[config.mk]
export PLATFORM = sky130hd
export DESIGN_NAME = pixel_blend_unit
export DESIGN_NICKNAME = d
export VERILOG_FILES = /design/src/hw/rtl/pbu_pkg.sv /design/src/hw/rtl/pbu_lane.sv /design/src/hw/rtl/pbu_datapath.sv /design/src/hw/rtl/pixel_blend_unit.sv
export VERILOG_INCLUDE_DIRS = /design/src /design/src/hw/rtl
export SDC_FILE = /design/constraint.sdc
export NUM_CORES = 2
export LEC_CHECK = 0
export ABC_CLOCK_PERIOD_IN_PS = 12000
export BUFFER_PORTS_ARGS = -buffer_cell sky130_fd_sc_hd__buf_2
export CORE_MARGIN = 2
export CORE_UTILIZATION = 25
export CTS_BUF_LIST = sky130_fd_sc_hd__clkbuf_4 sky130_fd_sc_hd__clkbuf_8 sky130_fd_sc_hd__clkbuf_16
export DETAILED_ROUTE_END_ITERATION = 8
export PLACE_DENSITY = 0.49
export REMOVE_ABC_BUFFERS = 1
export SYNTH_ARGS = -nofsm -noshare
export SYNTH_HDL_FRONTEND = slang
export SYNTH_SLANG_ARGS = --single-unit
[constraint.sdc]
create_clock -name aclk -period 12 [get_ports aclk]
set_input_delay 0.6 -clock aclk [delete_from_list [all_inputs] [get_ports aclk]]
set_output_delay 0.6 -clock aclk [all_outputs]
set_load 0.03 [all_outputs]
[src/hw/rtl/pixel_blend_unit_macros.svh]
// pixel_blend_unit_macros.svh: assertion macros for the pixel blend unit
// expects aclk and aresetn in the scope where a macro is used
`ifndef PIXEL_BLEND_UNIT_MACROS_SVH
`define PIXEL_BLEND_UNIT_MACROS_SVH

// same-cycle implication, disabled while reset is asserted
`define PBU_ASSERT_SAME(label, ante, cons) \
    label: assert property (@(posedge aclk) disable iff (!aresetn) (ante) |-> (cons)) \
        else $error("pixel_blend_unit assertion failed");

// next-cycle implication, disabled while reset is asserted
`define PBU_ASSERT_NEXT(label, ante, cons) \
    label: assert property (@(posedge aclk) disable iff (!aresetn) (ante) |=> (cons)) \
        else $error("pixel_blend_unit assertion failed");

`endif

[src/hw/rtl/pbu_pkg.sv]
// pbu_pkg: shared types and constants of the pixel blend unit
// no dependencies
`timescale 1ns / 1ps

package pbu_pkg;

    localparam int PIXEL_W = 32;
    localparam int MODE_W  = 4;
    localparam int ALPHA_W = 8;
    localparam int CFG_W   = 32;
    localparam int CIDX_W  = 2;

    // blend mode codes
    localparam logic [MODE_W-1:0] MODE_COPY      = 4'd0;
    localparam logic [MODE_W-1:0] MODE_KEY       = 4'd1;
    localparam logic [MODE_W-1:0] MODE_COLORIZE  = 4'd2;
    localparam logic [MODE_W-1:0] MODE_ALPHA     = 4'd3;
    localparam logic [MODE_W-1:0] MODE_KEY_ALPHA = 4'd4;
    localparam logic [MODE_W-1:0] MODE_HALF      = 4'd5;
    localparam logic [MODE_W-1:0] MODE_ADD       = 4'd6;
    localparam logic [MODE_W-1:0] MODE_SUB       = 4'd7;
    localparam logic [MODE_W-1:0] MODE_ALPHA_ADD = 4'd8;
    localparam logic [MODE_W-1:0] MODE_MUL       = 4'd9;
    localparam logic [MODE_W-1:0] MODE_INVERT    = 4'd10;

    // configuration register indexes
    localparam logic [CIDX_W-1:0] REG_BLEND_MODE  = 2'd0;
    localparam logic [CIDX_W-1:0] REG_ALPHA_LEVEL = 2'd1;
    localparam logic [CIDX_W-1:0] REG_FILL_COLOR  = 2'd2;

    // color key: a source whose rgb bytes are all zero is transparent
    localparam logic [23:0] KEY_MASK = 24'hffffff;

    typedef struct packed {
        logic [MODE_W-1:0]  mode;
        logic [ALPHA_W-1:0] alpha;
        logic [PIXEL_W-1:0] fill;
    } cfg_t;

    typedef struct packed {
        logic [PIXEL_W-1:0] pixel;
        logic               written;
    } result_t;

endpackage

[src/hw/rtl/pbu_lane.sv]
// pbu_lane: one byte lane of the blend datapath, all modes
// depends on pbu_pkg
`timescale 1ns / 1ps

module pbu_lane (
    input  logic [pbu_pkg::MODE_W-1:0]  mode,
    input  logic [pbu_pkg::ALPHA_W-1:0] alpha,
    input  logic [7:0]                  fill_b,
    input  logic [7:0]                  src_b,
    input  logic [7:0]                  dst_b,
    input  logic                        is_alpha_lane,
    output logic [7:0]                  res_b
);

    // 12-bit widening, (b*257)>>4
    logic [11:0] s12, d12, a12;
    assign s12 = {src_b, src_b[7:4]};
    assign d12 = {dst_b, dst_b[7:4]};
    assign a12 = {alpha, alpha[7:4]};

    // alpha blend: s + floor((d12-s12)*a12 / 2^16), clamped
    logic signed [12:0] diff;
    logic signed [25:0] prod_a;
    logic signed [9:0]  blend_sum;
    logic [7:0]         blend_b;
    assign diff      = $signed({1'b0, d12}) - $signed({1'b0, s12});
    assign prod_a    = diff * $signed({1'b0, a12});
    assign blend_sum = $signed({2'b00, src_b}) + prod_a[25:16];
    always_comb begin
        if (blend_sum < 0) begin
            blend_b = 8'd0;
        end else if (blend_sum > 10'sd255) begin
            blend_b = 8'hff;
        end else begin
            blend_b = blend_sum[7:0];
        end
    end

    // multiply, top byte of the 24-bit product never exceeds 255
    logic [23:0] prod_m;
    assign prod_m = s12 * d12;

    logic [7:0] half_b;
    assign half_b = {1'b0, src_b[7:1]} + {1'b0, dst_b[7:1]};

    logic [8:0] add_sum;
    logic [7:0] add_b;
    assign add_sum = {1'b0, src_b} + {1'b0, dst_b};
    assign add_b   = add_sum[8] ? 8'hff : add_sum[7:0];

    logic [7:0] sub_b;
    assign sub_b = (dst_b > src_b) ? (dst_b - src_b) : 8'd0;

    // scaled add, alpha lane contributes nothing
    logic [15:0] prod_s;
    logic [7:0]  scaled_b;
    logic [8:0]  sadd_sum;
    logic [7:0]  sadd_b;
    assign prod_s   = src_b * alpha;
    assign scaled_b = is_alpha_lane ? 8'd0 : prod_s[15:8];
    assign sadd_sum = {1'b0, scaled_b} + {1'b0, dst_b};
    assign sadd_b   = sadd_sum[8] ? 8'hff : sadd_sum[7:0];

    // inverse difference, alpha lane forced to zero
    logic [7:0]  inv_s;
    logic [7:0]  inv_d;
    logic [15:0] inv_p0, inv_p1;
    logic [16:0] inv_sum;
    logic [7:0]  inv_b;
    assign inv_s   = ~src_b;
    assign inv_d   = ~dst_b;
    assign inv_p0  = inv_s * dst_b;
    assign inv_p1  = src_b * inv_d;
    assign inv_sum = {1'b0, inv_p0} + {1'b0, inv_p1};
    assign inv_b   = is_alpha_lane ? 8'd0 : inv_sum[15:8];

    always_comb begin
        unique case (mode)
            pbu_pkg::MODE_COPY,
            pbu_pkg::MODE_KEY:       res_b = src_b;
            pbu_pkg::MODE_COLORIZE:  res_b = fill_b;
            pbu_pkg::MODE_ALPHA,
            pbu_pkg::MODE_KEY_ALPHA: res_b = blend_b;
            pbu_pkg::MODE_HALF:      res_b = half_b;
            pbu_pkg::MODE_ADD:       res_b = add_b;
            pbu_pkg::MODE_SUB:       res_b = sub_b;
            pbu_pkg::MODE_ALPHA_ADD: res_b = sadd_b;
            pbu_pkg::MODE_MUL:       res_b = prod_m[23:16];
            pbu_pkg::MODE_INVERT:    res_b = inv_b;
            default:                 res_b = dst_b;
        endcase
    end

endmodule

[src/hw/rtl/pbu_datapath.sv]
// pbu_datapath: four byte lanes plus color key and skip decision
// depends on pbu_pkg and pbu_lane
`timescale 1ns / 1ps

module pbu_datapath (
    input  pbu_pkg::cfg_t                cfg,
    input  logic [pbu_pkg::PIXEL_W-1:0]  src,
    input  logic [pbu_pkg::PIXEL_W-1:0]  dst,
    output pbu_pkg::result_t             res
);

    logic [pbu_pkg::PIXEL_W-1:0] lane_pixel;
    logic                        key_hit;
    logic                        write_en;

    for (genvar k = 0; k < 4; k++) begin : g_lane
        pbu_lane u_lane (
            .mode          (cfg.mode),
            .alpha         (cfg.alpha),
            .fill_b        (cfg.fill[8*k +: 8]),
            .src_b         (src[8*k +: 8]),
            .dst_b         (dst[8*k +: 8]),
            .is_alpha_lane (k == 3),
            .res_b         (lane_pixel[8*k +: 8])
        );
    end

    assign key_hit = (src[23:0] & pbu_pkg::KEY_MASK) == 24'd0;

    always_comb begin
        unique case (cfg.mode)
            pbu_pkg::MODE_KEY,
            pbu_pkg::MODE_COLORIZE,
            pbu_pkg::MODE_KEY_ALPHA: write_en = !key_hit;
            pbu_pkg::MODE_COPY,
            pbu_pkg::MODE_ALPHA,
            pbu_pkg::MODE_HALF,
            pbu_pkg::MODE_ADD,
            pbu_pkg::MODE_SUB,
            pbu_pkg::MODE_ALPHA_ADD,
            pbu_pkg::MODE_MUL,
            pbu_pkg::MODE_INVERT:    write_en = 1'b1;
            default:                 write_en = 1'b0;
        endcase
    end

    // skipped pixels keep the destination
    assign res.pixel   = write_en ? lane_pixel : dst;
    assign res.written = write_en;

endmodule

[src/hw/rtl/pixel_blend_unit.sv]
// pixel_blend_unit: top level, config registers, input and result registers
// depends on pbu_pkg, pbu_datapath, pbu_lane and pixel_blend_unit_macros.svh
`timescale 1ns / 1ps
//
// usage
//   s_ channel: one beat carries a source and a destination argb pixel
//   m_ channel: one beat carries the blended pixel and a written flag;
//               written low means the pixel was skipped (color key or
//               unused mode) and the pixel field holds the destination
//   cfg port:   cfg_wr_en with cfg_index 0 blend_mode, 1 alpha_level,
//               2 fill_color; write only while no beat is in flight
// timing
//   an accepted beat is held in the input register, then in the result register,
//   from which it leaves on m_; one beat per cycle sustained while m_tready
//   stays high; all blend math for a pixel is one pass of per-lane logic
//   between the two registers
// reset
//   aresetn low (synchronous) empties both registers and clears all
//   configuration registers to zero (copy mode)
// stall
//   while m_tready is low the result holds; the input register still
//   takes one more beat, then s_tready drops until the result drains
//
`include "pixel_blend_unit_macros.svh"

module pixel_blend_unit (
    input  logic                         aclk,
    input  logic                         aresetn,
    // configuration write port
    input  logic                         cfg_wr_en,
    input  logic [pbu_pkg::CIDX_W-1:0]   cfg_index,
    input  logic [pbu_pkg::CFG_W-1:0]    cfg_data,
    // input stream
    input  logic                         s_tvalid,
    output logic                         s_tready,
    input  logic [63:0]                  s_tdata,   // [31:0] src_pixel, [63:32] dst_pixel
    // result stream
    output logic                         m_tvalid,
    input  logic                         m_tready,
    output logic [31:0]                  m_tdata,   // [31:0] out_pixel
    output logic [0:0]                   m_tuser    // [0] written
);

    // configuration registers
    logic [pbu_pkg::MODE_W-1:0]  mode_reg;
    logic [pbu_pkg::ALPHA_W-1:0] alpha_reg;
    logic [pbu_pkg::PIXEL_W-1:0] fill_reg;
    pbu_pkg::cfg_t               cfg;

    always_ff @(posedge aclk) begin
        if (!aresetn) begin
            mode_reg  <= '0;
            alpha_reg <= '0;
            fill_reg  <= '0;
        end else if (cfg_wr_en) begin
            unique case (cfg_index)
                pbu_pkg::REG_BLEND_MODE:  mode_reg  <= cfg_data[pbu_pkg::MODE_W-1:0];
                pbu_pkg::REG_ALPHA_LEVEL: alpha_reg <= cfg_data[pbu_pkg::ALPHA_W-1:0];
                pbu_pkg::REG_FILL_COLOR:  fill_reg  <= cfg_data[pbu_pkg::PIXEL_W-1:0];
                default: ;  // writes past the register list are dropped
            endcase
        end
    end

    assign cfg.mode  = mode_reg;
    assign cfg.alpha = alpha_reg;
    assign cfg.fill  = fill_reg;

    // pipeline control
    logic in_valid_reg,  in_valid_next;
    logic out_valid_reg, out_valid_next;
    logic out_load;
    logic in_load;

    // result register takes a beat when empty or being drained
    assign out_load = in_valid_reg && (!out_valid_reg || m_tready);
    assign s_tready = !in_valid_reg || out_load;
    assign in_load  = s_tvalid && s_tready;

    assign in_valid_next  = in_load || (in_valid_reg && !out_load);
    assign out_valid_next = out_load || (out_valid_reg && !m_tready);

    always_ff @(posedge aclk) begin
        if (!aresetn) begin
            in_valid_reg  <= 1'b0;
            out_valid_reg <= 1'b0;
        end else begin
            in_valid_reg  <= in_valid_next;
            out_valid_reg <= out_valid_next;
        end
    end

    // input register, payload only
    logic [pbu_pkg::PIXEL_W-1:0] src_reg, dst_reg;

    always_ff @(posedge aclk) begin
        if (in_load) begin
            src_reg <= s_tdata[31:0];
            dst_reg <= s_tdata[63:32];
        end
    end

    // blend logic
    pbu_pkg::result_t res;

    pbu_datapath u_datapath (
        .cfg (cfg),
        .src (src_reg),
        .dst (dst_reg),
        .res (res)
    );

    // result register
    logic [pbu_pkg::PIXEL_W-1:0] out_pixel_reg;
    logic                        out_written_reg;

    always_ff @(posedge aclk) begin
        if (out_load) begin
            out_pixel_reg   <= res.pixel;
            out_written_reg <= res.written;
        end
    end

    assign m_tvalid   = out_valid_reg;
    assign m_tdata    = out_pixel_reg;
    assign m_tuser[0] = out_written_reg;

    // checks
    `PBU_ASSERT_NEXT(a_accept_fills_input, s_tvalid && s_tready, in_valid_reg)
    `PBU_ASSERT_NEXT(a_move_fills_result, out_load, m_tvalid)
    `PBU_ASSERT_SAME(a_full_blocks_input, in_valid_reg && m_tvalid && !m_tready, !s_tready)
    `PBU_ASSERT_SAME(a_skip_keeps_dst, in_valid_reg && !res.written, res.pixel == dst_reg)

endmodule

==> flow_metrics.env <==
export IMPL_synth_distinct_cells=96
export IMPL_port_buffers=137
export IMPL_cts_hold_buf=0
export IMPL_ys_seq_area_share_pct=5.68
export IMPL_cts_tree="yes"
export IMPL_gp_congestion=0.918
export IMPL_path_buf_inv=2
export IMPL_power_leakage_nw=37.2
export IMPL_syn_to_final_growth_pct=8.71
export IMPL_clockBufferDepth=3
export IMPL_clock_sinks=143
export IMPL_final_util_pct=27.4
export IMPL_syn_area_per_cell_sq_um=8.80
export IMPL_instances_no_fill=11300
export IMPL_maxCapViolCount=0
export IMPL_ys_async_sr_fraction_pct=0
export IMPL_drive_gt1_share_pct=4.84
export IMPL_clkLatencyLatePin_ps=600
export IMPL_hpwl_mm=183
export IMPL_die_w_microns=524
export IMPL_slowest_stage="edfxtp_1"
export IMPL_tightest_slew_ps=1130
export IMPL_first_iter_violations=3504
export IMPL_die_h_microns=524
export IMPL_place_ws_ps=486
export IMPL_crit_type="register to register"
export IMPL_core_area_sq_um=268000
export IMPL_grt_antenna_before_repair=18
export IMPL_ys_seq_elements=143
export IMPL_overflow=0
export IMPL_final_area_sq_um=73400
export IMPL_drc_errors=0
export IMPL_finalHoldViolCount=0
export IMPL_cp_data_required_time_ps=12420
export IMPL_max_freq_mhz=89.3
export IMPL_rsz0062_at_grt="no"
export IMPL_path_clk_slew_ps=80
export IMPL_cpPeakStageDelay_ps=810
export IMPL_setup_tns_ps=0
export IMPL_num_vias=52000
export IMPL_wl_per_cell_microns=20.2
export IMPL_hold_ws_ps=176
export IMPL_end_kind="register"
export IMPL_dr_pass1_iters=6
export IMPL_grt_max_degree=62
export IMPL_avgViaCountPerCell=4.62
export IMPL_die_area_sq_um=274000
export IMPL_synthesis_area_sq_um=67500
export IMPL_crit_start="src_reg[12]"
export IMPL_rows=190
export IMPL_initial_core_util_pct=25.2
export IMPL_drv_slew=0
export IMPL_nets=10100
export IMPL_critPathTopFamily="compound AO/OA/AOI/OAI gates"
export IMPL_status="finished clean"
export IMPL_grt_pass1_vias=57200
export IMPL_drt_wl_total_mm=228
export IMPL_power_density_nw_per_um2=127
export IMPL_place_area_sq_um=72700
export IMPL_fin_crit_ps=11190
export IMPL_crit_fanout=14
export IMPL_ys_flop_type="edfxtp_1"
export IMPL_placed_cells_incl_taps=11200
export IMPL_grt_usage_pct=17.0
export IMPL_setup_ws_ps=808
export IMPL_peakVddDrop_v=0.000173
export IMPL_io_pins=138
export IMPL_relSlewSlack_pct=23.8
export IMPL_critical_path_most_common_cell="fa_1"
export IMPL_synth_edf_count=97
export IMPL_ys_warn_count=0
export IMPL_rrSetupSlack_ps=810
export IMPL_cts_root_buf="clkbuf_16"
export IMPL_finalCritPeriodShare_pct=93.3
export IMPL_critical_path_arrival_ps=11610
export IMPL_cts_buffers=25
export IMPL_grt_pass1_wl_mm=355
export IMPL_syn_inst=7675
export IMPL_htreeDepth=4
export IMPL_r2r_start="src_reg[12]"
export IMPL_start_kind="register"
export IMPL_min_from="s_tdata[6]"
export IMPL_total_power_mw=9.33
export IMPL_setup_violations=0
export IMPL_ant_nets=0
export IMPL_worst_hold_path_type="input port to register"
export IMPL_clock_skew_ps=30.9
==> area by class of cell <==
class / instances / area, sq um
multi-input combinational: 5353 / 55600
clock buffer: 27 / 641
timing repair buffer: 267 / 1660
fill: 28800 / 195000
antenna: 3 / 7.51
sequential: 143 / 3860
inverter: 1908 / 7160
tap: 3552 / 4440
clock inverter: 5 / 47.5
==> cells in the mapped netlist (9+ instances only) <==
cell | instances | share of area (%)
a2111oi_0 | 11 | 0.14
a211o_1 | 10 | 0.13
a211oi_1 | 31 | 0.34
a21boi_0 | 42 | 0.47
a21o_1 | 61 | 0.68
a21oi_1 | 242 | 1.8
a222oi_1 | 12 | 0.18
a22oi_1 | 21 | 0.23
a31oi_1 | 22 | 0.20
and2_1 | 235 | 2.2
and3_1 | 16 | 0.15
and4_1 | 9 | 0.12
buf_1 | 33 | 0.18
buf_2 | 11 | 0.081
clkbuf_1 | 226 | 1.3
clkinv_1 | 12 | 0.067
dfxtp_1 | 46 | 1.4
edfxtp_1 | 97 | 4.3
fa_1 | 1365 | 40
ha_1 | 892 | 17
inv_1 | 1885 | 10
inv_2 | 11 | 0.061
mux2i_1 | 28 | 0.41
nand2_1 | 819 | 4.6
nand2b_1 | 34 | 0.31
nand3_1 | 36 | 0.27
nand4_1 | 30 | 0.28
nor2_1 | 515 | 2.9
nor2b_1 | 97 | 0.90
nor3_1 | 76 | 0.56
nor4_1 | 25 | 0.23
o211ai_1 | 24 | 0.27
o21a_1 | 39 | 0.43
o21ai_0 | 155 | 1.1
o21ai_1 | 38 | 0.28
o21bai_1 | 29 | 0.32
o221ai_1 | 9 | 0.12
o22ai_1 | 15 | 0.14
o41ai_1 | 10 | 0.13
or3_1 | 14 | 0.13
xnor2_1 | 183 | 2.4
xor2_1 | 52 | 0.67
==> path summary, 6_finish.rpt <==
path,cells after the start,to
worst max-delay path,38,m_tdata[15]
worst min-delay path,1,src_reg[6]
worst min register to register,2,fill_reg[7]
worst max register to register,38,m_tdata[15]
==> power by group <==
group	leakage, nW	total [mW]	internal (mW)	switching [mW]
Sequential	1.31	0.616	0.563	0.0531
Clock	0.342	0.715	0.398	0.317
Combinational	35.6	8.00	3.25	4.75
Total	37.2	9.33	4.21	5.12
==> per-layer routing <==
layer	vias up	track usage [%]	share of wire, %
met5	-	0	0.0053
met4	2	4.27	2.5
met3	262	2.21	5.7
li1	23600	-	-
met2	1497	27.6	46
met1	26700	23.7	46
==> cells by family (layout without fill, tap and decap cells) <==
group           after synthesis  after routing  synth area share (%)
simple gates               1946           1946                  13.0
fa+ha+maj                  2258           2258                  57.0
mux                          44             44                 0.682
buf+inv                    2179           2207                  12.1
other cells                   0              3                     0
compound gates              869            869                  8.44
flops                       143            143                  5.68
xor+xnor                    236            236                  3.08
==> what timing repair did <==
item / in CTS / in global routing
resized for setup: 0 / 2
setup buffers: 0 / 1
setup endpoints to repair: 0 / 8
==> cell usage in the layout (no fill, tap or decap), drive strengths merged, types with 28 or more instances in the layout <==
| master | synthesis | layout |
|---|---|---|
| nand2 | 819 | 819 |
| edfxtp | 97 | 97 |
| nor2b | 97 | 97 |
| nand4 | 30 | 30 |
| dfxtp | 46 | 46 |
| a21o | 62 | 62 |
| mux2i | 28 | 28 |
| nor2 | 515 | 515 |
| buf | 45 | 267 |
| a211oi | 32 | 32 |
| nand2b | 34 | 34 |
| a21oi | 245 | 245 |
| a21boi | 46 | 46 |
| nor3 | 77 | 77 |
| o21ai | 193 | 193 |
| o21bai | 29 | 29 |
| nand3 | 36 | 36 |
| and2 | 239 | 239 |
| o21a | 39 | 39 |
| inv | 1896 | 1896 |
| fa | 1365 | 1365 |
| xor2 | 52 | 52 |
| ha | 892 | 892 |
| xnor2 | 183 | 183 |
Note: power is estimated with default switching activity, not from simulation.
